$ cat config.mk
export PLATFORM = sky130hd
export DESIGN_NAME = pdpf_position
export DESIGN_NICKNAME = d
export VERILOG_FILES = /design/src/rtl/pdpf_pkg.sv /design/src/rtl/pdpf_position.sv
export SDC_FILE = /design/constraint.sdc
export NUM_CORES = 1
export LEC_CHECK = 0
export BUFFER_PORTS_ARGS = -buffer_cell sky130_fd_sc_hd__buf_2
export CAP_MARGIN = 5
export CORE_ASPECT_RATIO = 0.5
export CORE_MARGIN = 5
export CORE_UTILIZATION = 50
export CTS_BUF_LIST = sky130_fd_sc_hd__clkbuf_2 sky130_fd_sc_hd__clkbuf_4 sky130_fd_sc_hd__clkbuf_8
export CTS_CLUSTER_SIZE = 8
export DETAILED_ROUTE_END_ITERATION = 12
export PLACE_DENSITY = 0.72
export SLEW_MARGIN = 20
export SYNTH_ARGS = -nofsm -noshare
export SYNTH_HDL_FRONTEND = slang
export SYNTH_SLANG_ARGS = --single-unit
$ cat constraint.sdc
create_clock -name i_clk -period 8.25 [get_ports i_clk]
set_input_delay 1.65 -clock i_clk [delete_from_list [all_inputs] [get_ports i_clk]]
set_output_delay 1.65 -clock i_clk [all_outputs]
set_load 0.02 [all_outputs]
$ cat src/rtl/pdpf_pkg.sv
// ============================================================================
// pdpf_pkg: shared types, constants and lane arithmetic
// Holds the pixel geometry, the configuration register indexes and the
// per-lane Paeth predictor used by the pixel filter datapath.
// ============================================================================
package pdpf_pkg;

    localparam int LANES  = 4;
    localparam int LANE_W = 8;
    localparam int PIX_W  = LANES * LANE_W;

    localparam int CFG_DATA_W = 13;
    localparam int CFG_IDX_W  = 2;

    typedef enum logic [CFG_IDX_W-1:0] {
        CFG_DIRECTION      = 2'd0,
        CFG_PREDICT_ENABLE = 2'd1,
        CFG_IMAGE_WIDTH    = 2'd2
    } t_cfg_idx;

    localparam logic [CFG_DATA_W-1:0] WIDTH_RESET = 13'd256;

    // Row position flags of one pixel, carried from the position tracker
    // down the pipeline.
    typedef struct packed {
        logic first_row;
        logic last;
    } t_row_flags;

    // Paeth predictor on one byte lane.
    function automatic logic [LANE_W-1:0] paeth_lane(
        input logic [LANE_W-1:0] a,
        input logic [LANE_W-1:0] b,
        input logic [LANE_W-1:0] c
    );
        logic signed [LANE_W+1:0] p;
        logic signed [LANE_W+1:0] da;
        logic signed [LANE_W+1:0] db;
        logic signed [LANE_W+1:0] dc;
        logic [LANE_W+1:0]        pa;
        logic [LANE_W+1:0]        pb;
        logic [LANE_W+1:0]        pc;
        logic [LANE_W-1:0]        sel;
        p  = $signed({2'b00, a}) + $signed({2'b00, b}) - $signed({2'b00, c});
        da = p - $signed({2'b00, a});
        db = p - $signed({2'b00, b});
        dc = p - $signed({2'b00, c});
        pa = da[LANE_W+1] ? $unsigned(-da) : $unsigned(da);
        pb = db[LANE_W+1] ? $unsigned(-db) : $unsigned(db);
        pc = dc[LANE_W+1] ? $unsigned(-dc) : $unsigned(dc);
        if (pa <= pb && pa <= pc) begin
            sel = a;
        end else if (pb <= pc) begin
            sel = b;
        end else begin
            sel = c;
        end
        return sel;
    endfunction

endpackage

$ cat src/rtl/pdpf_position.sv
// ============================================================================
// pdpf_position: raster position tracker
// Works out the column and row flags of each accepted pixel from the
// configured width and the frame-start flag, and advances the count.
// ============================================================================
module pdpf_position #(
    parameter int MAX_WIDTH = 4096,
    parameter int CNT_W     = 13
) (
    input  logic                              i_clk,
    input  logic                              i_rst_n,
    input  logic                              i_accept,
    input  logic                              i_first_of_frame,
    input  logic [pdpf_pkg::CFG_DATA_W-1:0]   i_image_width,
    output logic [CNT_W-1:0]                  o_col,
    output pdpf_pkg::t_row_flags              o_flags
);
    import pdpf_pkg::*;

    logic [CNT_W-1:0] r_col;
    logic [CNT_W-1:0] n_col;
    logic             r_first_row;
    logic             n_first_row;

    logic [31:0]      width_clamped;
    logic [CNT_W-1:0] width_eff;
    logic [CNT_W-1:0] col_base;
    logic             first_base;
    logic [CNT_W-1:0] col;
    logic             first_row;
    logic             last;

    always_comb begin
        if (i_image_width == '0) begin
            width_clamped = 32'd1;
        end else if ({{(32-CFG_DATA_W){1'b0}}, i_image_width} > 32'(MAX_WIDTH)) begin
            width_clamped = 32'(MAX_WIDTH);
        end else begin
            width_clamped = {{(32-CFG_DATA_W){1'b0}}, i_image_width};
        end
        width_eff = width_clamped[CNT_W-1:0];

        col_base   = i_first_of_frame ? '0 : r_col;
        first_base = i_first_of_frame ? 1'b1 : r_first_row;

        // A width that shrank under the current column starts a new row.
        if (col_base >= width_eff) begin
            col       = '0;
            first_row = 1'b0;
        end else begin
            col       = col_base;
            first_row = first_base;
        end

        last = (col + CNT_W'(1)) == width_eff;

        if (last) begin
            n_col       = '0;
            n_first_row = 1'b0;
        end else begin
            n_col       = col + CNT_W'(1);
            n_first_row = first_row;
        end
    end

    always_ff @(posedge i_clk) begin
        if (!i_rst_n) begin
            r_col       <= '0;
            r_first_row <= 1'b1;
        end else if (i_accept) begin
            r_col       <= n_col;
            r_first_row <= n_first_row;
        end
    end

    assign o_col             = col;
    assign o_flags.first_row = first_row;
    assign o_flags.last      = last;

endmodule

Word level (Yosys, flattened, before mapping)

Index checks and enable logic that the tools add are counted.

Eq/ne operators: 1
$add $sub $neg: 1
Muxes and demuxes: 8
Reduce and logical (&&, ||, !) cells: 1
Order comparisons: 2

Operator list:

| kind                  | number |
|---|---|
| $mux 13               | 5 |
| $add 13x1->13 const B | 1 |
| $eq 13x13->1          | 1 |
| $ge 13x13->1          | 1 |
| $gt 13x13->1 const B  | 1 |
| $logic_not 13->1      | 1 |
| $mux 1                | 3 |

Output and inout port bits: 15
Register bits after elaboration: 14
Word-level logic and storage cells: 15

Longest topological paths before layout

Depth after elaboration: 8
Depth in mapped cells: 20

Worst setup path after synthesis

OpenSTA, ideal clock, no wires.

Path kind: input -> output
Start point: input port i_first_of_frame
End point: output port o_flags[0] (netlist name)
Cell stages on the path: 18
Arrival time: 6020 ps
Setup slack: 580 ps
Buffers on the path: 3
Cells stage by stage: clkbuf_1 > clkbuf_1 > nor2b_1 > ha_1 > and3_1 > nand4_1 > a31oi_2 > nor4_1 > ha_1 > nand3_1 > mux2i_1 > or3b_2 > a21oi_1 > a21oi_1 > o32ai_1 > nand4_2 > inv_1 > buf_4

Cells in the longest elaborated chain, start to end: 5

RTL lines:

| element            | RTL line            | source |
|---|---|---|
| start: declaration | pdpf_position.sv:13 | `input logic i_first_of_frame,` |
| $mux 13 *          | pdpf_position.sv:43 | `col_base = i_first_of_frame ? '0 : r_col;` |
| $ge 13x13->1       | pdpf_position.sv:47 | `if (col_base >= width_eff) begin` |
| $mux 13 *          | pdpf_position.sv:47 |  |
| net o_col[0]       | pdpf_position.sv:15 | `output logic [CNT_W-1:0] o_col,` |
| $add 13x1->13 *    | pdpf_position.sv:55 | `last = (col + CNT_W'(1)) == width_eff;` |
| $eq 13x13->1 *     | pdpf_position.sv:55 |  |
| end: declaration   | pdpf_position.sv:16 | `output pdpf_pkg::t_row_flags o_flags` |

The timed path passes the listed nets; every way through them passes the cells marked *.

==> results by stage <==
Outcome:
- The flow ran to the end, and the final reports show no timing, DRC or antenna violations.

Critical path:
- The worst register-to-register path has a depth of 18.
- STA classifies the critical path startpoint as an input pin.
- In this run the worst setup path begins at i_first_of_frame.
- The setup check on the worst reg-to-reg path leaves a slack of roughly 3.5 ns.
- Following the worst setup path forward leads to its endpoint at o_flags[0].
- STA classifies the critical path endpoint as an output port.
- Of all nets on the critical path, the largest fanout is 25.
- The worst register-to-register path ends at r_col[5]$_SDFFE_PN0P_.
- The worst setup path category is input pin to output port.
- The critical path required time is 6.60 ns.
- For the worst setup path, the data arrival time is 6.19 ns.
- In this run the critical register-to-register path is launched from r_col[8]$_SDFFE_PN0P_.

Global route:
- The largest net degree at the start of global routing is 26.
- In the global route stage, met1 resource usage came out at around 34%.
- The number of antenna violations at the first check in global routing is 0.
- The first global-routing pass estimated 8950 um of wire.
- The number of global-route vias before repair is 1841.
- Summed over all layers, the global routing overflow is 0.
- The met2 routing resource usage after global routing is 35.5%.
- The global routing stage identified its most utilized layer as met2.
- The global-route total usage across every layer is 23.3%.
- The met3 capacity usage during global routing is 3.47%.

Timing:
- The hold violation total from the final report was 0.
- Setup repair after global routing left no endpoint under its margin.
- The count of final max-slew check failures was 0.
- The actual transition at the worst max-transition pin is 0.854 ns.
- The minimum clock period after layout is 7.84 ns.
- The total setup violations reported at the end of the flow is 0.
- The worst hold slack after final layout is 0.456 ns.
- The total negative slack for setup checks is 0 ns.
- For the final database, setup skew stands at 0.00205 ns.
- Measured against its own limit, the worst slew margin works out to 43.0%.
- The portion of the clock cycle consumed by the worst path in the final layout is 95.0%.
- Based on the critical path, the design can be clocked at up to between 100 and 150 MHz.

Floorplanning:
- The number of primary I/O pins is 32.
- In this run the vertical extent of the chip is 51.9 um.
- The initial utilization of the core area, before any placement, comes to 51.6%.
- The placeable core area is 3400 um2.
- In this run the core area contains 15 standard-cell rows.
- The die is 93.7 um wide.
- The area of the die is ~4900 um2.

Power and ir drop:
- The cell leakage power is 0.848 nW.
- The power density normalized to cell area is 89.9 nW/um2.
- The worst-case IR drop observed on VDD is 0.0340 mV.

Yosys:
- The synthesized design spends more area on one cell type than any other, namely dfxtp_1.
- Yosys mapped a number of flops with a built-in enable equal to 0.
- The synthesis-stage register bit count is 14.
- Summing the sequential cell areas from Yosys gives 16.0% of the chip area.
- Ranked by total cell area, the synthesized netlist is headed by dfxtp_1 16%, ha_1 10%, xnor2_1 5.5%, nor2b_1 5.0%, nand2b_1 4.6%.
- The top flip-flop cell by instance count after synthesis is dfxtp_1.
- By instance count, the leading cell after synthesis is nand2_1.
- During synthesis, Yosys emitted a total of 0 warnings.
- The area share of the largest cell type after synthesis is 16.0%.
- Counting every net in the synthesized netlist gives 273.
- By count the netlist is led by 21 x nand2_1, 18 x nor2_1, 17 x inv_1.
- The mean post-synth cell area is 7.24 um2.
- Counting every instance in the synthesized netlist gives approximately 240.
- The share of flip-flops with an asynchronous set or reset is 0%.
- Summing every instance area after synthesis gives 1750 um2.
- In this run, distinct cell masters in the synthesized netlist total 52.

Placement:
- The congestion estimate from routability-driven global placement came to 0.924.
- After legalization and detailed placement, the total HPWL measured 4270 um.
- The count of buffers added on input and output ports is 31.

Clock network:
- Clock latency on the worst-skew pair, taken at its later pin, is 0.25 ns.
- The maximum number of buffers from clock root to sink is 2.
- The cell sitting at the root of the clock tree is a clkbuf_8.
- Gates resized during post-CTS repair numbered 0.
- Once the clock tree was built, the setup fixing pass inserted 0 buffers.
- TritonCTS built the clock tree.
- The clock drives 14 sinks.
- The CTS H-tree depth is 1.
- After clock tree synthesis, the clock-pin slew on the worst setup and hold paths is 0.06 ns.
- The CTS buffer count is 3.
- The number of hold buffers added after CTS was 0.

Route:
- After detailed routing, the total wire length is 5400 um.
- The antenna violation net count after detailed routing is 0.
- Dividing the detail-routed wire length by the instance count gives 16.8 um.
- In the routed design, unresolved DRC markers number 0.
- The detailed router finished its first iteration with 180 violations.
- The via-per-instance ratio is 6.13.
- Before antenna repair, the detailed router went through 5 iterations.
- The routed layout has 1969 vias.

Layout:
- The total of fill cells in the finished design is 307.
- The ratio of cells with drive above 1 in the final layout is between 10% and 20%.
- The final net count is between 300 and 400.
- The layout overhead on the synthesized area is 14.0%.
- 0 antenna diodes ended up in the layout.

Job:
- The tool flagged a number of max-cap violations equal to 0.

Min path:
- The min-delay analysis places its worst path in the category flop to flop.
-- routing by layer --
layer  share of wire (%)  vias up
met2                  41      108
met5                   0        -
met4                0.82        0
met1                  47      920
met3                  11        6
li1                    -      935
-- where the power goes --
group / switching [mW] / leakage, nW / internal [mW]
clock: 0.0261 / 0.0288 / 0.0423
sequential: 0.00125 / 0.113 / 0.0686
combinational: 0.0257 / 0.706 / 0.0158
total: 0.0530 / 0.848 / 0.127
-- worst max-delay path, cell delays in order --
cell and delay (ns):
buf_2 0.33, nand2b_1 0.23, inv_1 0.14, ha_1 0.35
and4_1 0.23, nand4_1 0.14, a31oi_2 0.22, nor4_1 0.32
buf_4 0.20, ha_1 0.24, nand4b_1 0.22, nor3_1 0.26
mux2i_1 0.43, nor4_1 0.11, xor2_1 0.17, o21ai_0 0.31
nand4_2 0.28, inv_1 0.17, buf_2 0.18
-- metrics by stage --
stage                     setup WS [ns]  power [mW]  utilization (%)  instances  area [um2]
after floorplan                   0.580      0.0980                -        242        1750
after global placement            0.598       0.111             57.2        317        1940
after detailed placement          0.582       0.111             57.2        317        1940
after CTS                         0.557       0.178             58.8        321        2000
after global routing             0.0970       0.187             58.8        321        2000
final                             0.409       0.180             58.8        321        2000
-- cell families (layout without fill, tap and decap cells) --
kind of cell               after synthesis  count (layout)  synth area share (%)
AOI/OAI and AO/OA                       52              52                  20.4
xor gates and xnor gates                13              13                  6.50
adders and majority gates               14              14                  9.99
buffers and inverters                   26              54                  6.14
DFF                                     14              14                  16.0
muxes                                    2               2                  1.14
and+or+nand+nor                        121             121                  39.8
-- flip-flops by register name (all words and copies together), names as in the netlist --
signal and count:
r_col 13, r_first_row 1
-- worst min path at each step --
stage                                start  slack (ns)                     end  cells after the start
floorplan           r_col[12]$_SDFFE_PN0P_        0.42  r_col[12]$_SDFFE_PN0P_                      2
global placement    r_col[12]$_SDFFE_PN0P_        0.43  r_col[12]$_SDFFE_PN0P_                      2
detailed placement  r_col[12]$_SDFFE_PN0P_        0.45  r_col[12]$_SDFFE_PN0P_                      2
CTS                 r_col[12]$_SDFFE_PN0P_        0.46  r_col[12]$_SDFFE_PN0P_                      2
global route        r_col[12]$_SDFFE_PN0P_        0.48  r_col[12]$_SDFFE_PN0P_                      2
finish              r_col[12]$_SDFFE_PN0P_        0.46  r_col[12]$_SDFFE_PN0P_                      2
-- placed cells by master (no fill, tap or decap), types with 3 or more instances in the layout --
| cell type | instances |
|---|---|
| a21oi_1 | 10 |
| and2_1 | 5 |
| buf_2 | 31 |
| clkbuf_8 | 4 |
| dfxtp_1 | 14 |
| ha_1 | 14 |
| inv_1 | 17 |
| nand2_1 | 21 |
| nand2b_1 | 13 |
| nand3_1 | 11 |
| nand4_1 | 5 |
| nand4b_1 | 3 |
| nor2_1 | 18 |
| nor2b_1 | 14 |
| nor3_1 | 7 |
| nor4_1 | 7 |
| o21ai_0 | 11 |
| o21ai_1 | 7 |
| o41ai_1 | 4 |
| or3_1 | 3 |
| xnor2_1 | 11 |
-- cell type report --
type	instances	area, um2	area share, %
clock buffer	4	55.1	2.76
sequential	14	280	14.0
multi-input combinational	202	1370	68.3
timing repair buffer	33	170	8.52
inverter	17	63.8	3.19
tap	51	63.8	3.19
Note: power is estimated with default switching activity, not from simulation.
