**src/rtl/pdpf_pkg.sv**
```systemverilog
// ============================================================================
// pdpf_pkg: shared types, constants and lane arithmetic
// Holds the pixel geometry, the configuration register indexes and the
// per-lane Paeth predictor used by the pixel filter datapath.
// ============================================================================
package pdpf_pkg;

    localparam int LANES  = 4;
    localparam int LANE_W = 8;
    localparam int PIX_W  = LANES * LANE_W;

    localparam int CFG_DATA_W = 13;
    localparam int CFG_IDX_W  = 2;

    typedef enum logic [CFG_IDX_W-1:0] {
        CFG_DIRECTION      = 2'd0,
        CFG_PREDICT_ENABLE = 2'd1,
        CFG_IMAGE_WIDTH    = 2'd2
    } t_cfg_idx;

    localparam logic [CFG_DATA_W-1:0] WIDTH_RESET = 13'd256;

    // Row position flags of one pixel, carried from the position tracker
    // down the pipeline.
    typedef struct packed {
        logic first_row;
        logic last;
    } t_row_flags;

    // Paeth predictor on one byte lane.
    function automatic logic [LANE_W-1:0] paeth_lane(
        input logic [LANE_W-1:0] a,
        input logic [LANE_W-1:0] b,
        input logic [LANE_W-1:0] c
    );
        logic signed [LANE_W+1:0] p;
        logic signed [LANE_W+1:0] da;
        logic signed [LANE_W+1:0] db;
        logic signed [LANE_W+1:0] dc;
        logic [LANE_W+1:0]        pa;
        logic [LANE_W+1:0]        pb;
        logic [LANE_W+1:0]        pc;
        logic [LANE_W-1:0]        sel;
        p  = $signed({2'b00, a}) + $signed({2'b00, b}) - $signed({2'b00, c});
        da = p - $signed({2'b00, a});
        db = p - $signed({2'b00, b});
        dc = p - $signed({2'b00, c});
        pa = da[LANE_W+1] ? $unsigned(-da) : $unsigned(da);
        pb = db[LANE_W+1] ? $unsigned(-db) : $unsigned(db);
        pc = dc[LANE_W+1] ? $unsigned(-dc) : $unsigned(dc);
        if (pa <= pb && pa <= pc) begin
            sel = a;
        end else if (pb <= pc) begin
            sel = b;
        end else begin
            sel = c;
        end
        return sel;
    endfunction

endpackage

```
**src/rtl/pdpf_predict.sv**
```systemverilog
// ============================================================================
// pdpf_predict: per-lane Paeth prediction and residual arithmetic
// Computes the filtered or rebuilt pixel from the neighbours, and the
// original-image pixel that becomes the neighbour of later pixels.
// ============================================================================
module pdpf_predict (
    input  logic                        i_direction,
    input  logic                        i_predict_enable,
    input  logic [pdpf_pkg::PIX_W-1:0]  i_left,
    input  logic [pdpf_pkg::PIX_W-1:0]  i_up,
    input  logic [pdpf_pkg::PIX_W-1:0]  i_upleft,
    input  logic [pdpf_pkg::PIX_W-1:0]  i_data,
    input  logic [pdpf_pkg::PIX_W-1:0]  i_ref,
    output logic [pdpf_pkg::PIX_W-1:0]  o_result,
    output logic [pdpf_pkg::PIX_W-1:0]  o_orig
);
    import pdpf_pkg::*;

    logic [PIX_W-1:0] result;

    for (genvar k = 0; k < LANES; k++) begin : g_lane
        logic [LANE_W-1:0] pred;
        logic [LANE_W-1:0] d;
        logic [LANE_W-1:0] r;

        assign d    = i_data[k*LANE_W +: LANE_W];
        assign r    = i_ref[k*LANE_W +: LANE_W];
        assign pred = i_predict_enable
                    ? paeth_lane(i_left[k*LANE_W +: LANE_W],
                                 i_up[k*LANE_W +: LANE_W],
                                 i_upleft[k*LANE_W +: LANE_W])
                    : '0;
        assign result[k*LANE_W +: LANE_W] = i_direction ? (r + pred + d) : (d - r - pred);
    end

    assign o_result = result;
    assign o_orig   = i_direction ? result : i_data;

endmodule

```
**config.mk**
```make
export PLATFORM = sky130hd
export DESIGN_NAME = pdpf_predict
export DESIGN_NICKNAME = d
export VERILOG_FILES = /design/src/rtl/pdpf_pkg.sv /design/src/rtl/pdpf_predict.sv
export SDC_FILE = /design/constraint.sdc
export NUM_CORES = 1
export LEC_CHECK = 0
export BUFFER_PORTS_ARGS = -buffer_cell sky130_fd_sc_hd__buf_2
export CAP_MARGIN = 20
export CORE_ASPECT_RATIO = 0.9
export CORE_UTILIZATION = 47
export DETAILED_ROUTE_END_ITERATION = 10
export PLACE_DENSITY = 0.65
export SYNTH_ARGS = -nofsm -noshare
export SYNTH_HDL_FRONTEND = slang
export SYNTH_SLANG_ARGS = --single-unit
```
**constraint.sdc**
```tcl
create_clock -name vclk -period 16
set_clock_uncertainty 0.05 [all_clocks]
set_input_delay 3.2 -clock vclk [all_inputs]
set_output_delay 3.2 -clock vclk [all_outputs]
set_load 0.02 [all_outputs]
```
## Word-level counts from Yosys, hierarchy flattened

Index checks and enable logic that the tools add are counted.

- Multiplexer cells: 29
- Order comparisons: 12
- $add $sub $neg: 48
- Reductions and logical operators: 4

Operator list:

| kind | number |
|---|---|
| 2-to-1 mux 8 bit | 16 |
| less-or-equal comparator 10 bit | 12 |
| 2-to-1 mux 10 bit | 12 |
| negator 10 bit | 12 |
| subtractor 10 x 9 -> 10 bit | 12 |
| adder 8 bit | 8 |
| subtractor 8 bit | 8 |
| subtractor 9 x 8 -> 10 bit | 4 |
| adder 8 x 8 -> 9 bit | 4 |
| 2-to-1 mux 32 bit | 1 |
| logical AND 1 bit | 4 |

- Output and inout bits: 64
- Input bits: 162
- Register bits: 0
- Logic and storage cells: 93

## Longest topological paths before layout

Gate-level depths: netlist of run 1.

- Word-level depth: 13
- Mapped depth: 48
- Gate-level depth less buffers: 48

## Worst setup path before layout of run 1

Ideal clock, no wire load.

- Path type: input-to-output
- Start point: input port i_left[25] in the netlist's numbering
- End point: output port o_orig[31] in the netlist's numbering
- Path slack: 0.998 ns
- Cell stages on the path: 44
- Buffers on the path: 2
- Required time: 12.750 ns
- Arrival time: 11.752 ns
- Cells stage by stage: inv_1 fa_1 inv_1 ha_1 a211oi_1 o21ai_0 a21oi_1 nor2b_1 nor2_1 xnor2_1 ha_1 or3_1 a211oi_1 nor2_1 o21a_1 o21ai_1 nor2_1 xnor2_1 [... 8 more ...] a2111oi_0 and3b_1 clkbuf_1 clkbuf_1 nor2_1 a211oi_1 fa_1 ha_1 fa_1 a21o_1 a21oi_1 o21bai_1 a21oi_1 xnor2_1 xnor2_1 xnor2_1 nand2_1 xnor2_1

- Cells in the longest elaborated chain, start to end: 13

Ends and longest elaborated chain:

| element | line | source |
|---|---|---|
| start, declared | pdpf_predict.sv:9 | `input logic [pdpf_pkg::PIX_W-1:0] i_left,` |
| adder 8 x 8 -> 9 bit | pdpf_pkg.sv:44 | `p = $signed({2'b00, a}) + $signed({2'b00, b}) - $signed({2'b00, c});` |
| subtractor 9 x 8 -> 10 bit | pdpf_pkg.sv:44 |  |
| subtractor 10 x 9 -> 10 bit, on equally long branches | pdpf_pkg.sv:46, pdpf_pkg.sv:45, pdpf_pkg.sv:47 |  |
| negator 10 bit, on equally long branches | pdpf_pkg.sv:49, pdpf_pkg.sv:48, pdpf_pkg.sv:50 |  |
| 2-to-1 mux 10 bit, on equally long branches | pdpf_pkg.sv:49, pdpf_pkg.sv:48, pdpf_pkg.sv:50 |  |
| less-or-equal comparator 10 bit, on equally long branches | pdpf_pkg.sv:53, pdpf_pkg.sv:51 |  |
| 2-to-1 mux 8 bit / logical AND 1 bit (equally long branches) | pdpf_pkg.sv:53, pdpf_pkg.sv:51 |  |
| 2-to-1 mux 8 bit (*) | pdpf_pkg.sv:51 | `if (pa <= pb && pa <= pc) begin` |
| 2-to-1 mux 8 bit (*) | pdpf_predict.sv:29 | `? paeth_lane(i_left[k*LANE_W +: LANE_W],` |
| adder 8 bit (2 in series) | pdpf_predict.sv:33 | `assign result[k*LANE_W +: LANE_W] = i_direction ? (r + pred + d) : (d - r - pred);` |
| 2-to-1 mux 8 bit (*) | pdpf_predict.sv:33 |  |
| 2-to-1 mux 32 bit (*) | pdpf_predict.sv:37 | `assign o_orig = i_direction ? result : i_data;` |
| end, declared | pdpf_predict.sv:15 | `output logic [pdpf_pkg::PIX_W-1:0] o_orig` |

Every way passes the cells marked *; elsewhere a longest branch is shown, timed or not.

## Worst setup path after layout of run 1

- Start point: input port i_left[17] in the netlist's numbering
- End point: output port o_result[23] in the netlist's numbering

- Cells in the longest elaborated chain, start to end: 12

Ends and longest elaborated chain:

| element | line | source |
|---|---|---|
| adder 8 x 8 -> 9 bit | pdpf_pkg.sv:44 |  |
| subtractor 9 x 8 -> 10 bit | pdpf_pkg.sv:44 |  |
| subtractor 10 x 9 -> 10 bit, on equally long branches | pdpf_pkg.sv:46, pdpf_pkg.sv:45, pdpf_pkg.sv:47 |  |
| negator 10 bit, on equally long branches | pdpf_pkg.sv:49, pdpf_pkg.sv:48, pdpf_pkg.sv:50 |  |
| 2-to-1 mux 10 bit, on equally long branches | pdpf_pkg.sv:49, pdpf_pkg.sv:48, pdpf_pkg.sv:50 |  |
| less-or-equal comparator 10 bit, on equally long branches | pdpf_pkg.sv:53, pdpf_pkg.sv:51 |  |
| 2-to-1 mux 8 bit / logical AND 1 bit (equally long branches) | pdpf_pkg.sv:53, pdpf_pkg.sv:51 |  |
| 2-to-1 mux 8 bit (*) | pdpf_pkg.sv:51 |  |
| 2-to-1 mux 8 bit (*) | pdpf_predict.sv:29 |  |
| adder 8 bit (2 in series) | pdpf_predict.sv:33 |  |
| 2-to-1 mux 8 bit (*) | pdpf_predict.sv:33 |  |
| end, declared | pdpf_predict.sv:14 | `output logic [pdpf_pkg::PIX_W-1:0] o_result,` |

Marked as above.

==> results.sh, run 1 <==
export IMPL_synth_top_area_share_pct=22.4
export IMPL_crit_top_cell="o21ai_0"
export IMPL_path_class="in2out"
export IMPL_netlist_top_cells_area="ha_1, fa_1, inv_1, xnor2_1, a21oi_1"
export IMPL_timing_final_ws_setup_ns=0.409
export IMPL_synth_nets=2918
export IMPL_crit_path_start_kind="primary input"
export IMPL_dpl_worst_slack_ns=0.0766
export IMPL_cp_end_kind="primary output"
export IMPL_ant_nets=0
export IMPL_pin_count=226
export IMPL_initial_core_util_pct=48.1
export IMPL_wl_per_cell_um=17.5
export IMPL_cp_required_ns=12.75
export IMPL_vias=17174
export IMPL_drc_errors=0
export IMPL_overflow=0
export IMPL_setup_violations=0
export IMPL_crit_path_max_fanout=4
export IMPL_cp_slowest_cell="fa_1"
export IMPL_rsz0062_at_grt="yes"
export IMPL_area_sequential_sq_um=0
export IMPL_vias_per_cell=5.64
export IMPL_synthXorXnorAreaFrac_pct=12.8
export IMPL_synth_top_cell_by_area="ha_1"
export IMPL_nClkBuffers=0
export IMPL_hold_violations=0
export IMPL_yosysWarnings=0
export IMPL_die_h_um=182
export IMPL_area_growth_pct=12.1
export IMPL_finalCritPeriodShare_pct=97.4
export IMPL_fmax_mhz=64.1
export IMPL_arrival_ns=12.34
export IMPL_numPortBuffers=226
export IMPL_synth_compound_area_share_pct=24.9
export IMPL_grt_pass1_vias=16476
export IMPL_synth_cell_types=83
export IMPL_core_area_sq_mm=0.0353
export IMPL_final_max_slew_viol_count=0
export IMPL_hold_path_class="in2out"
export IMPL_grt_max_degree=99
export IMPL_grt_pass1_wl_um=84300
export IMPL_dieArea_sq_mm=0.0369
export IMPL_antenna_found_initial=5
export IMPL_synth_area_sq_mm=0.0170
export IMPL_worst_slew_pin_slew_ns=0.923
export IMPL_maxCapViolCount=0
export IMPL_synth_simple_gate_area_share_pct=19.0
export IMPL_synthMuxAreaShare_pct=0.531
export IMPL_grt_usage_pct=28.0
export IMPL_drt_pass1_iterations=5
export IMPL_synth_seq_area_share_pct=0
export IMPL_gp_congestion=1.00
export IMPL_seq_cells=0
export IMPL_period_minus_slack_ns=15.59
export IMPL_netlist_instances=2348
export IMPL_die_width_um=202
export IMPL_rows=65
export IMPL_drive_above_1_share_pct=12.8
export IMPL_critical_path_max_stage_delay_ns=0.54
export IMPL_final_nets=3147
export IMPL_synth_top_family_by_area="adder cells"
export IMPL_status="completed"
export IMPL_place_hpwl_um=47100
export IMPL_syn_avg_cell_area_sq_um=7.23
export IMPL_relSlewSlack_pct=38.4
export IMPL_synth_fa_ha_area_share_pct=34.7
export IMPL_drtIter0Drc=917
export IMPL_finalWirelength_um=53500
-- through the flow --
| step | TNS, ns | cell area (sq um) | instances | utilization (%) | hold slack [ns] |
|---|---|---|---|---|---|
| 2_1_floorplan | 0 | 17000 | 2348 | - | 6.49 |
| 3_3_place_gp | 0 | 18700 | 3030 | 53.0 | 6.66 |
| 3_5_place_dp | 0 | 18700 | 3030 | 53.0 | 6.67 |
| 4_1_cts | 0 | 18700 | 3030 | 53.0 | 6.67 |
| 5_1_grt | -0.149 | 19000 | 3045 | 53.9 | 6.69 |
| 6_report | 0 | 19000 | 3047 | 53.9 | 6.67 |
-- routing by layer --
metal  part of all wire [%]  routed length, um  vias up  track usage [%]
li1                       -                  -     8569                -
met1                     47              25100     8023             38.7
met2                     45              24300      520             47.4
met3                    5.7               3060       58             2.70
met4                    1.9               1040        4             5.05
met5                  0.037                 20        -                0
-- critical path, delay by kind of cell --
| kind | cells | cell delay [ns] |
|---|---|---|
| fa+ha+maj | 6 | 2.12 |
| simple gates | 8 | 1.64 |
| xor+xnor | 5 | 0.90 |
| compound gates | 20 | 3.93 |
| buf+inv | 5 | 0.57 |
-- area by class of cell --
cell class         instances  area (sq um)
diodes                     3          7.51
fillers                 3540         16300
repair buffers           258          1370
multi-input cells       1984         15800
well taps                469           587
inverters                333          1250
-- cell usage after synthesis, types with 5 or more instances --
cell,n
a21oi_1,183
ha_1,304
nor2_1,212
clkbuf_1,26
o31a_1,17
o31ai_1,12
nand4_1,16
a21boi_0,14
o21a_1,57
or3_1,16
mux2i_1,9
nand2_1,145
nor3_1,43
inv_1,333
o2111ai_1,5
nand3_1,38
or4_1,6
a21o_1,66
and2_1,32
o21bai_1,6
nand2b_1,37
o211ai_1,14
a211oi_1,30
fa_1,104
xnor2_1,140
and3_1,22
nor3b_1,9
nor2b_1,46
a2111oi_0,5
or2_2,9
nor4_1,10
o21ai_0,165
a31oi_1,9
xor2_1,103
o21ai_1,8
-- cell usage in the layout (no fill, tap or decap), drive strengths merged, types with 17 or more instances in the layout --
| cell type | instances |
|---|---|
| ha | 304 |
| nand2b | 37 |
| o21a | 57 |
| or3 | 17 |
| buf | 258 |
| a21o | 66 |
| nand2 | 145 |
| xnor2 | 141 |
| a211oi | 31 |
| nor2 | 213 |
| xor2 | 103 |
| and2 | 32 |
| nand3 | 38 |
| and3 | 22 |
| o21ai | 174 |
| o31a | 17 |
| nor2b | 46 |
| a21oi | 183 |
| nor3 | 43 |
| fa | 104 |
| inv | 333 |
-- final timing paths --
kind / from / to / slack (ns) / depth (start not counted)
max: i_left[17] / o_result[23] / 0.41 / 44
min: i_data[15] / o_orig[15] / 6.67 / 3
-- kinds of logic after synthesis --
logic type,after synthesis
simple gates,663
compound gates,658
fa+ha+maj,409
buf+inv,364
xor+xnor,245
mux,9
-- what timing repair did --
action / CTS / global route
endpoints found under the hold margin: 0 / 0
setup buffers: 0 / 14
resized for setup: 0 / 50
hold buffers: 0 / 0
setup endpoints to repair: 0 / 9
Power of run 1 is not shown: default switching activity piles up to over one toggle a cycle in this logic, so the estimate is an artifact.
==> run 2: changes to the inputs <==
--- a/config.mk
+++ b/config.mk
@@ -7,10 +7,12 @@
 export LEC_CHECK = 0
 export BUFFER_PORTS_ARGS = -buffer_cell sky130_fd_sc_hd__buf_2
 export CAP_MARGIN = 20
+export CELL_PAD_IN_SITES_DETAIL_PLACEMENT = 2
+export CELL_PAD_IN_SITES_GLOBAL_PLACEMENT = 2
 export CORE_ASPECT_RATIO = 0.9
-export CORE_UTILIZATION = 47
+export CORE_UTILIZATION = 35
 export DETAILED_ROUTE_END_ITERATION = 10
-export PLACE_DENSITY = 0.65
+export PLACE_DENSITY = 0.82
 export SYNTH_ARGS = -nofsm -noshare
 export SYNTH_HDL_FRONTEND = slang
 export SYNTH_SLANG_ARGS = --single-unit
==> results.sh, run 2 (synthesized netlist as in run 1, its figures left out) <==
export IMPL_rows=76
export IMPL_gp_congestion=0.902
export IMPL_maxCapViolCount=0
export IMPL_crit_path_max_fanout=7
export IMPL_antenna_found_initial=4
export IMPL_core_area_sq_mm=0.0478
export IMPL_drtIter0Drc=597
export IMPL_drc_errors=22
export IMPL_fin_cells=3220
export IMPL_crit_buf_inv=8
export IMPL_period_minus_slack_ns=15.74
export IMPL_cp_depth=45
export IMPL_seq_cells=0
export IMPL_vias_per_cell=5.64
export IMPL_hold_violations=0
export IMPL_cp_top_family="compound AO/OA/AOI/OAI gates"
export IMPL_status="finished with violations"
export IMPL_placedCellCount=3203
export IMPL_holdWs_ns=6.66
export IMPL_drive_above_1_share_pct=14.7
export IMPL_place_hpwl_um=61100
export IMPL_grt_pass1_vias=19962
export IMPL_crit_path_start_kind="primary input"
export IMPL_vias=18167
export IMPL_crit_top_cell="ha_1"
export IMPL_die_h_um=211
export IMPL_arrival_ns=12.49
export IMPL_relSlewSlack_pct=37.3
export IMPL_grt_pass1_wl_um=106000
export IMPL_hold_path_depth=3
export IMPL_dpl_worst_slack_ns=-0.231
export IMPL_fmax_mhz=63.5
export IMPL_violations="design-rule violations"
export IMPL_numPortBuffers=226
export IMPL_overflow=0
export IMPL_wl_per_cell_um=21.8
export IMPL_ant_nets=0
export IMPL_die_width_um=234
export IMPL_setup_violations=0
export IMPL_finalCritPeriodShare_pct=98.4
export IMPL_postCtsHoldBufs=0
export IMPL_nClkBuffers=0
export IMPL_final_max_slew_viol_count=0
export IMPL_final_common_cell="inv_1"
export IMPL_final_cell_mix="inv_1, ha_1, buf_2"
export IMPL_cp_end_kind="primary output"
export IMPL_cp_slowest_cell="fa_1"
export IMPL_hold_path_class="in2out"
export IMPL_pin_count=226
export IMPL_timing_final_ws_setup_ns=0.261
export IMPL_dieArea_sq_mm=0.0494
export IMPL_worst_slew_pin_slew_ns=0.940
export IMPL_min_delay_start="i_data[7]"
export IMPL_finalWirelength_um=70000
export IMPL_area_growth_pct=15.4
export IMPL_path_class="in2out"
export IMPL_cp_required_ns=12.75
export IMPL_drt_pass1_iterations=9
export IMPL_fin_util_pct=41.0
export IMPL_worstHoldEndpoint="o_orig[7]"
export IMPL_critical_path_max_stage_delay_ns=0.48
export IMPL_area_sequential_sq_um=0
export IMPL_final_nets=3167
export IMPL_grt_max_degree=87
export IMPL_grt_usage_pct=26.9
export IMPL_initial_core_util_pct=35.5
==> run 2: changes by cell type in the layout (fill, tap and decap cells not counted), moves of 8 or more <==
cell	previous run	this run
a21oi_1	177	166
a21oi_2	6	16
buf_4	33	53
o21ai_0	160	152
==> run 2: stage by stage <==
| stage | TNS (ns) | cell area (sq um) |
|---|---|---|
| 6_report | 0 | 19600 |
| 5_1_grt | -0.606 | 19600 |
| 4_1_cts | 0 | 19100 |
| 3_5_place_dp | -0.512 | 19000 |
| 3_3_place_gp | 0 | 19000 |
| 2_1_floorplan | 0 | 17000 |
==> run 2: what timing repair did <==
item                                   4_1_cts  5_1_grt
setup endpoints to repair                    6       10
pin swaps                                    0       17
buffers inserted                             0       16
endpoints found under the hold margin        0        0
gates resized for setup                      8       94
gates cloned                                 0        0
==> run 2: area by class of cell <==
cell class	count	area, sq um
Fill cell	5718	28200
Multi-Input combinational cell	1984	16000
Timing Repair Buffer	278	1530
Inverter	333	1250
Tap cell	624	781
Antenna cell	1	2.50
==> run 2: how the worst max path moves through the flow <==
stage / start / end / slack, ns
2_1_floorplan: i_left[25] / o_orig[31] / 1.0
3_3_place_gp: i_left[25] / o_result[31] / 0.25
3_5_place_dp: i_left[17] / o_result[23] / -0.23
4_1_cts: i_left[1] / o_result[7] / 0.05
5_1_grt: i_up[8] / o_result[15] / -0.24
6_report: i_up[8] / o_result[15] / 0.26
==> run 2: metal layers <==
metal,track usage (%),part of all wire [%],up-vias
li1,-,-,8585
met1,33.9,44,9092
met2,49.1,50,354
met3,1.74,3.1,130
met4,7.25,3.3,6
met5,0,0.049,-
==> run 2: tightest hold or removal path, cell delays in order <==
cell and delay (ns):
buf_2 0.10, xnor2_1 0.06, buf_2 0.15
Power of run 2 is left out for the same reason.
==> run 3: changes to the inputs <==
--- a/config.mk
+++ b/config.mk
@@ -10,9 +10,10 @@
 export CELL_PAD_IN_SITES_DETAIL_PLACEMENT = 2
 export CELL_PAD_IN_SITES_GLOBAL_PLACEMENT = 2
 export CORE_ASPECT_RATIO = 0.9
-export CORE_UTILIZATION = 35
+export CORE_UTILIZATION = 32
 export DETAILED_ROUTE_END_ITERATION = 10
-export PLACE_DENSITY = 0.82
+export PLACE_DENSITY = 0.79
+export SLEW_MARGIN = 20
 export SYNTH_ARGS = -nofsm -noshare
 export SYNTH_HDL_FRONTEND = slang
 export SYNTH_SLANG_ARGS = --single-unit
==> constraint.sdc (replaced) <==
create_clock -name vclk -period 12.9
set_clock_uncertainty 0.05 [all_clocks]
set_input_delay 2.58 -clock vclk [all_inputs]
set_output_delay 2.58 -clock vclk [all_outputs]
set_load 0.02 [all_outputs]
==> results.sh, run 3 <==
export IMPL_initial_core_util_pct=32.7
export IMPL_yosysWarnings=0
export IMPL_numPortBuffers=226
export IMPL_synth_cell_types=83
export IMPL_status="did not finish"
export IMPL_cts_resized=468
export IMPL_synth_seq_area_share_pct=0
export IMPL_gp_congestion=0.925
export IMPL_syn_avg_cell_area_sq_um=7.23
export IMPL_netlist_instances=2348
export IMPL_place_hpwl_um=93400
export IMPL_post_cts_buffers=93
export IMPL_postCtsHoldBufs=0
export IMPL_netlist_top_cells_area="ha_1, fa_1, inv_1, xnor2_1, a21oi_1"
export IMPL_die_h_um=221
export IMPL_synth_top_cell_by_area="ha_1"
export IMPL_die_width_um=245
export IMPL_firstError="[ERROR DPL-0033] detailed placement checks failed during check placement."
export IMPL_haltStage="clock tree synthesis (4_1_cts)"
export IMPL_synthTopCellsByCount="inv_1, ha_1, nor2_1"
export IMPL_synth_area_sq_mm=0.0170
export IMPL_synth_top_area_share_pct=22.4
export IMPL_synth_most_common_cell="inv_1"
export IMPL_synth_nets=2918
export IMPL_rows=79
export IMPL_dpl_worst_slack_ns=-2.15
export IMPL_pin_count=226
[run 3: cell families after synthesis]
family          Yosys count  synth area share (%)
simple gates            663                  19.0
fa+ha+maj               409                  34.7
buf+inv                 364                  8.09
mux                       9                 0.531
compound gates          658                  24.9
xor+xnor                245                  12.8
[run 3: metrics by stage]
step / utilization [%] / hold WS (ns) / instance area (sq um) / instances
global placement: 48.3 / 5.43 / 25100 / 4044
floorplan: - / 5.20 / 17200 / 2348
detailed placement: 48.3 / 5.44 / 25100 / 4044
==> run 4: changes to the inputs <==
--- a/config.mk
+++ b/config.mk
@@ -7,12 +7,9 @@
 export LEC_CHECK = 0
 export BUFFER_PORTS_ARGS = -buffer_cell sky130_fd_sc_hd__buf_2
 export CAP_MARGIN = 20
-export CELL_PAD_IN_SITES_DETAIL_PLACEMENT = 2
-export CELL_PAD_IN_SITES_GLOBAL_PLACEMENT = 2
-export CORE_ASPECT_RATIO = 0.9
 export CORE_UTILIZATION = 32
 export DETAILED_ROUTE_END_ITERATION = 10
-export PLACE_DENSITY = 0.79
+export PLACE_DENSITY_LB_ADDON = 0.15
 export SLEW_MARGIN = 20
 export SYNTH_ARGS = -nofsm -noshare
 export SYNTH_HDL_FRONTEND = slang
==> constraint.sdc (replaced) <==
create_clock -name vclk -period 16.77
set_clock_uncertainty 0.05 [all_clocks]
set_input_delay 3.354 -clock vclk [all_inputs]
set_output_delay 3.354 -clock vclk [all_outputs]
set_load 0.02 [all_outputs]
==> results.sh, run 4 (synthesized netlist as in run 1, its figures left out) <==
export IMPL_period_minus_slack_ns=16.04
export IMPL_crit_path_max_fanout=10
export IMPL_cp_top_family="compound AO/OA/AOI/OAI gates"
export IMPL_drc_errors=0
export IMPL_grt_max_degree=72
export IMPL_vias_per_cell=5.15
export IMPL_antenna_found_initial=2
export IMPL_hold_violations=0
export IMPL_area_sequential_sq_um=0
export IMPL_worst_slew_pin_slew_ns=0.904
export IMPL_area_growth_pct=11.7
export IMPL_die_width_um=232
export IMPL_diodes=0
export IMPL_wl_per_cell_um=17.3
export IMPL_hold_path_class="in2out"
export IMPL_ant_nets=0
export IMPL_rows=84
export IMPL_cp_required_ns=13.37
export IMPL_post_cts_buffers=0
export IMPL_finalSetupTns_ns=0
export IMPL_die_h_um=232
export IMPL_seq_cells=0
export IMPL_core_area_sq_mm=0.0524
export IMPL_grt_pass1_vias=16267
export IMPL_cp_end_kind="primary output"
export IMPL_critical_path_max_stage_delay_ns=0.55
export IMPL_final_max_slew_viol_count=0
export IMPL_cp_slowest_cell="fa_1"
export IMPL_setup_violations=0
export IMPL_status="completed"
export IMPL_maxCapViolCount=0
export IMPL_place_hpwl_um=50600
export IMPL_finalWirelength_um=56000
export IMPL_path_class="in2out"
export IMPL_pin_count=226
export IMPL_final_cell_mix="inv_1, ha_1, buf_2"
export IMPL_final_nets=3129
export IMPL_vias=16713
export IMPL_crit_buf_inv=5
export IMPL_dieArea_sq_mm=0.0540
export IMPL_gp_congestion=0.900
export IMPL_drt_pass1_iterations=5
export IMPL_grt_usage_pct=20.2
export IMPL_grt_pass1_wl_um=87400
export IMPL_crit_path_start_kind="primary input"
export IMPL_arrival_ns=12.64
export IMPL_fmax_mhz=62.3
export IMPL_drive_above_1_share_pct=10.7
export IMPL_relSlewSlack_pct=39.3
export IMPL_drtIter0Drc=873
export IMPL_nClkBuffers=0
export IMPL_final_common_cell="inv_1"
export IMPL_initial_core_util_pct=32.4
export IMPL_overflow=0
export IMPL_holdWs_ns=6.97
export IMPL_finalCritPeriodShare_pct=95.7
export IMPL_numPortBuffers=226
export IMPL_crit_top_cell="xnor2_1"
run 4: worst paths after layout:
path    endpoint  cells past startpoint  slack [ns]  startpoint
max   o_orig[31]                     45        0.73  i_left[25]
min   o_orig[15]                      3        6.97  i_data[15]
run 4: layout make-up:
type,instances,area [sq um]
Fill cell,5662,33500
Inverter,333,1250
Multi-Input combinational cell,1984,15600
Tap cell,688,861
Timing Repair Buffer,240,1240
run 4: metrics by stage:
step                      setup slack (ns)  std cells  util [%]  instance area [sq um]
after CTS                            0.390       3245      36.1                  19000
final                                0.726       3245      36.2                  19000
after global placement               0.548       3245      36.1                  19000
after detailed placement             0.439       3245      36.1                  19000
after global routing             -0.000356       3245      36.2                  19000
after floorplan                       1.46       2348         -                  17000
run 4: what timing repair did:
action,4_1_cts,5_1_grt
setup endpoints to repair,0,4
gates resized for setup,0,5
hold buffers,0,0
run 4: metal layers:
metal  wire (um)  GRT usage [%]
met5           0              0
met3        1550          0.405
met1       26600           27.5
met4         964           3.08
met2       26900           36.0
run 4: worst min-delay path, delay by kind of cell:
family	cells	cell delay (ns)
xor+xnor	1	0.06
buf+inv	2	0.25
Power of run 4 is left out for the same reason.
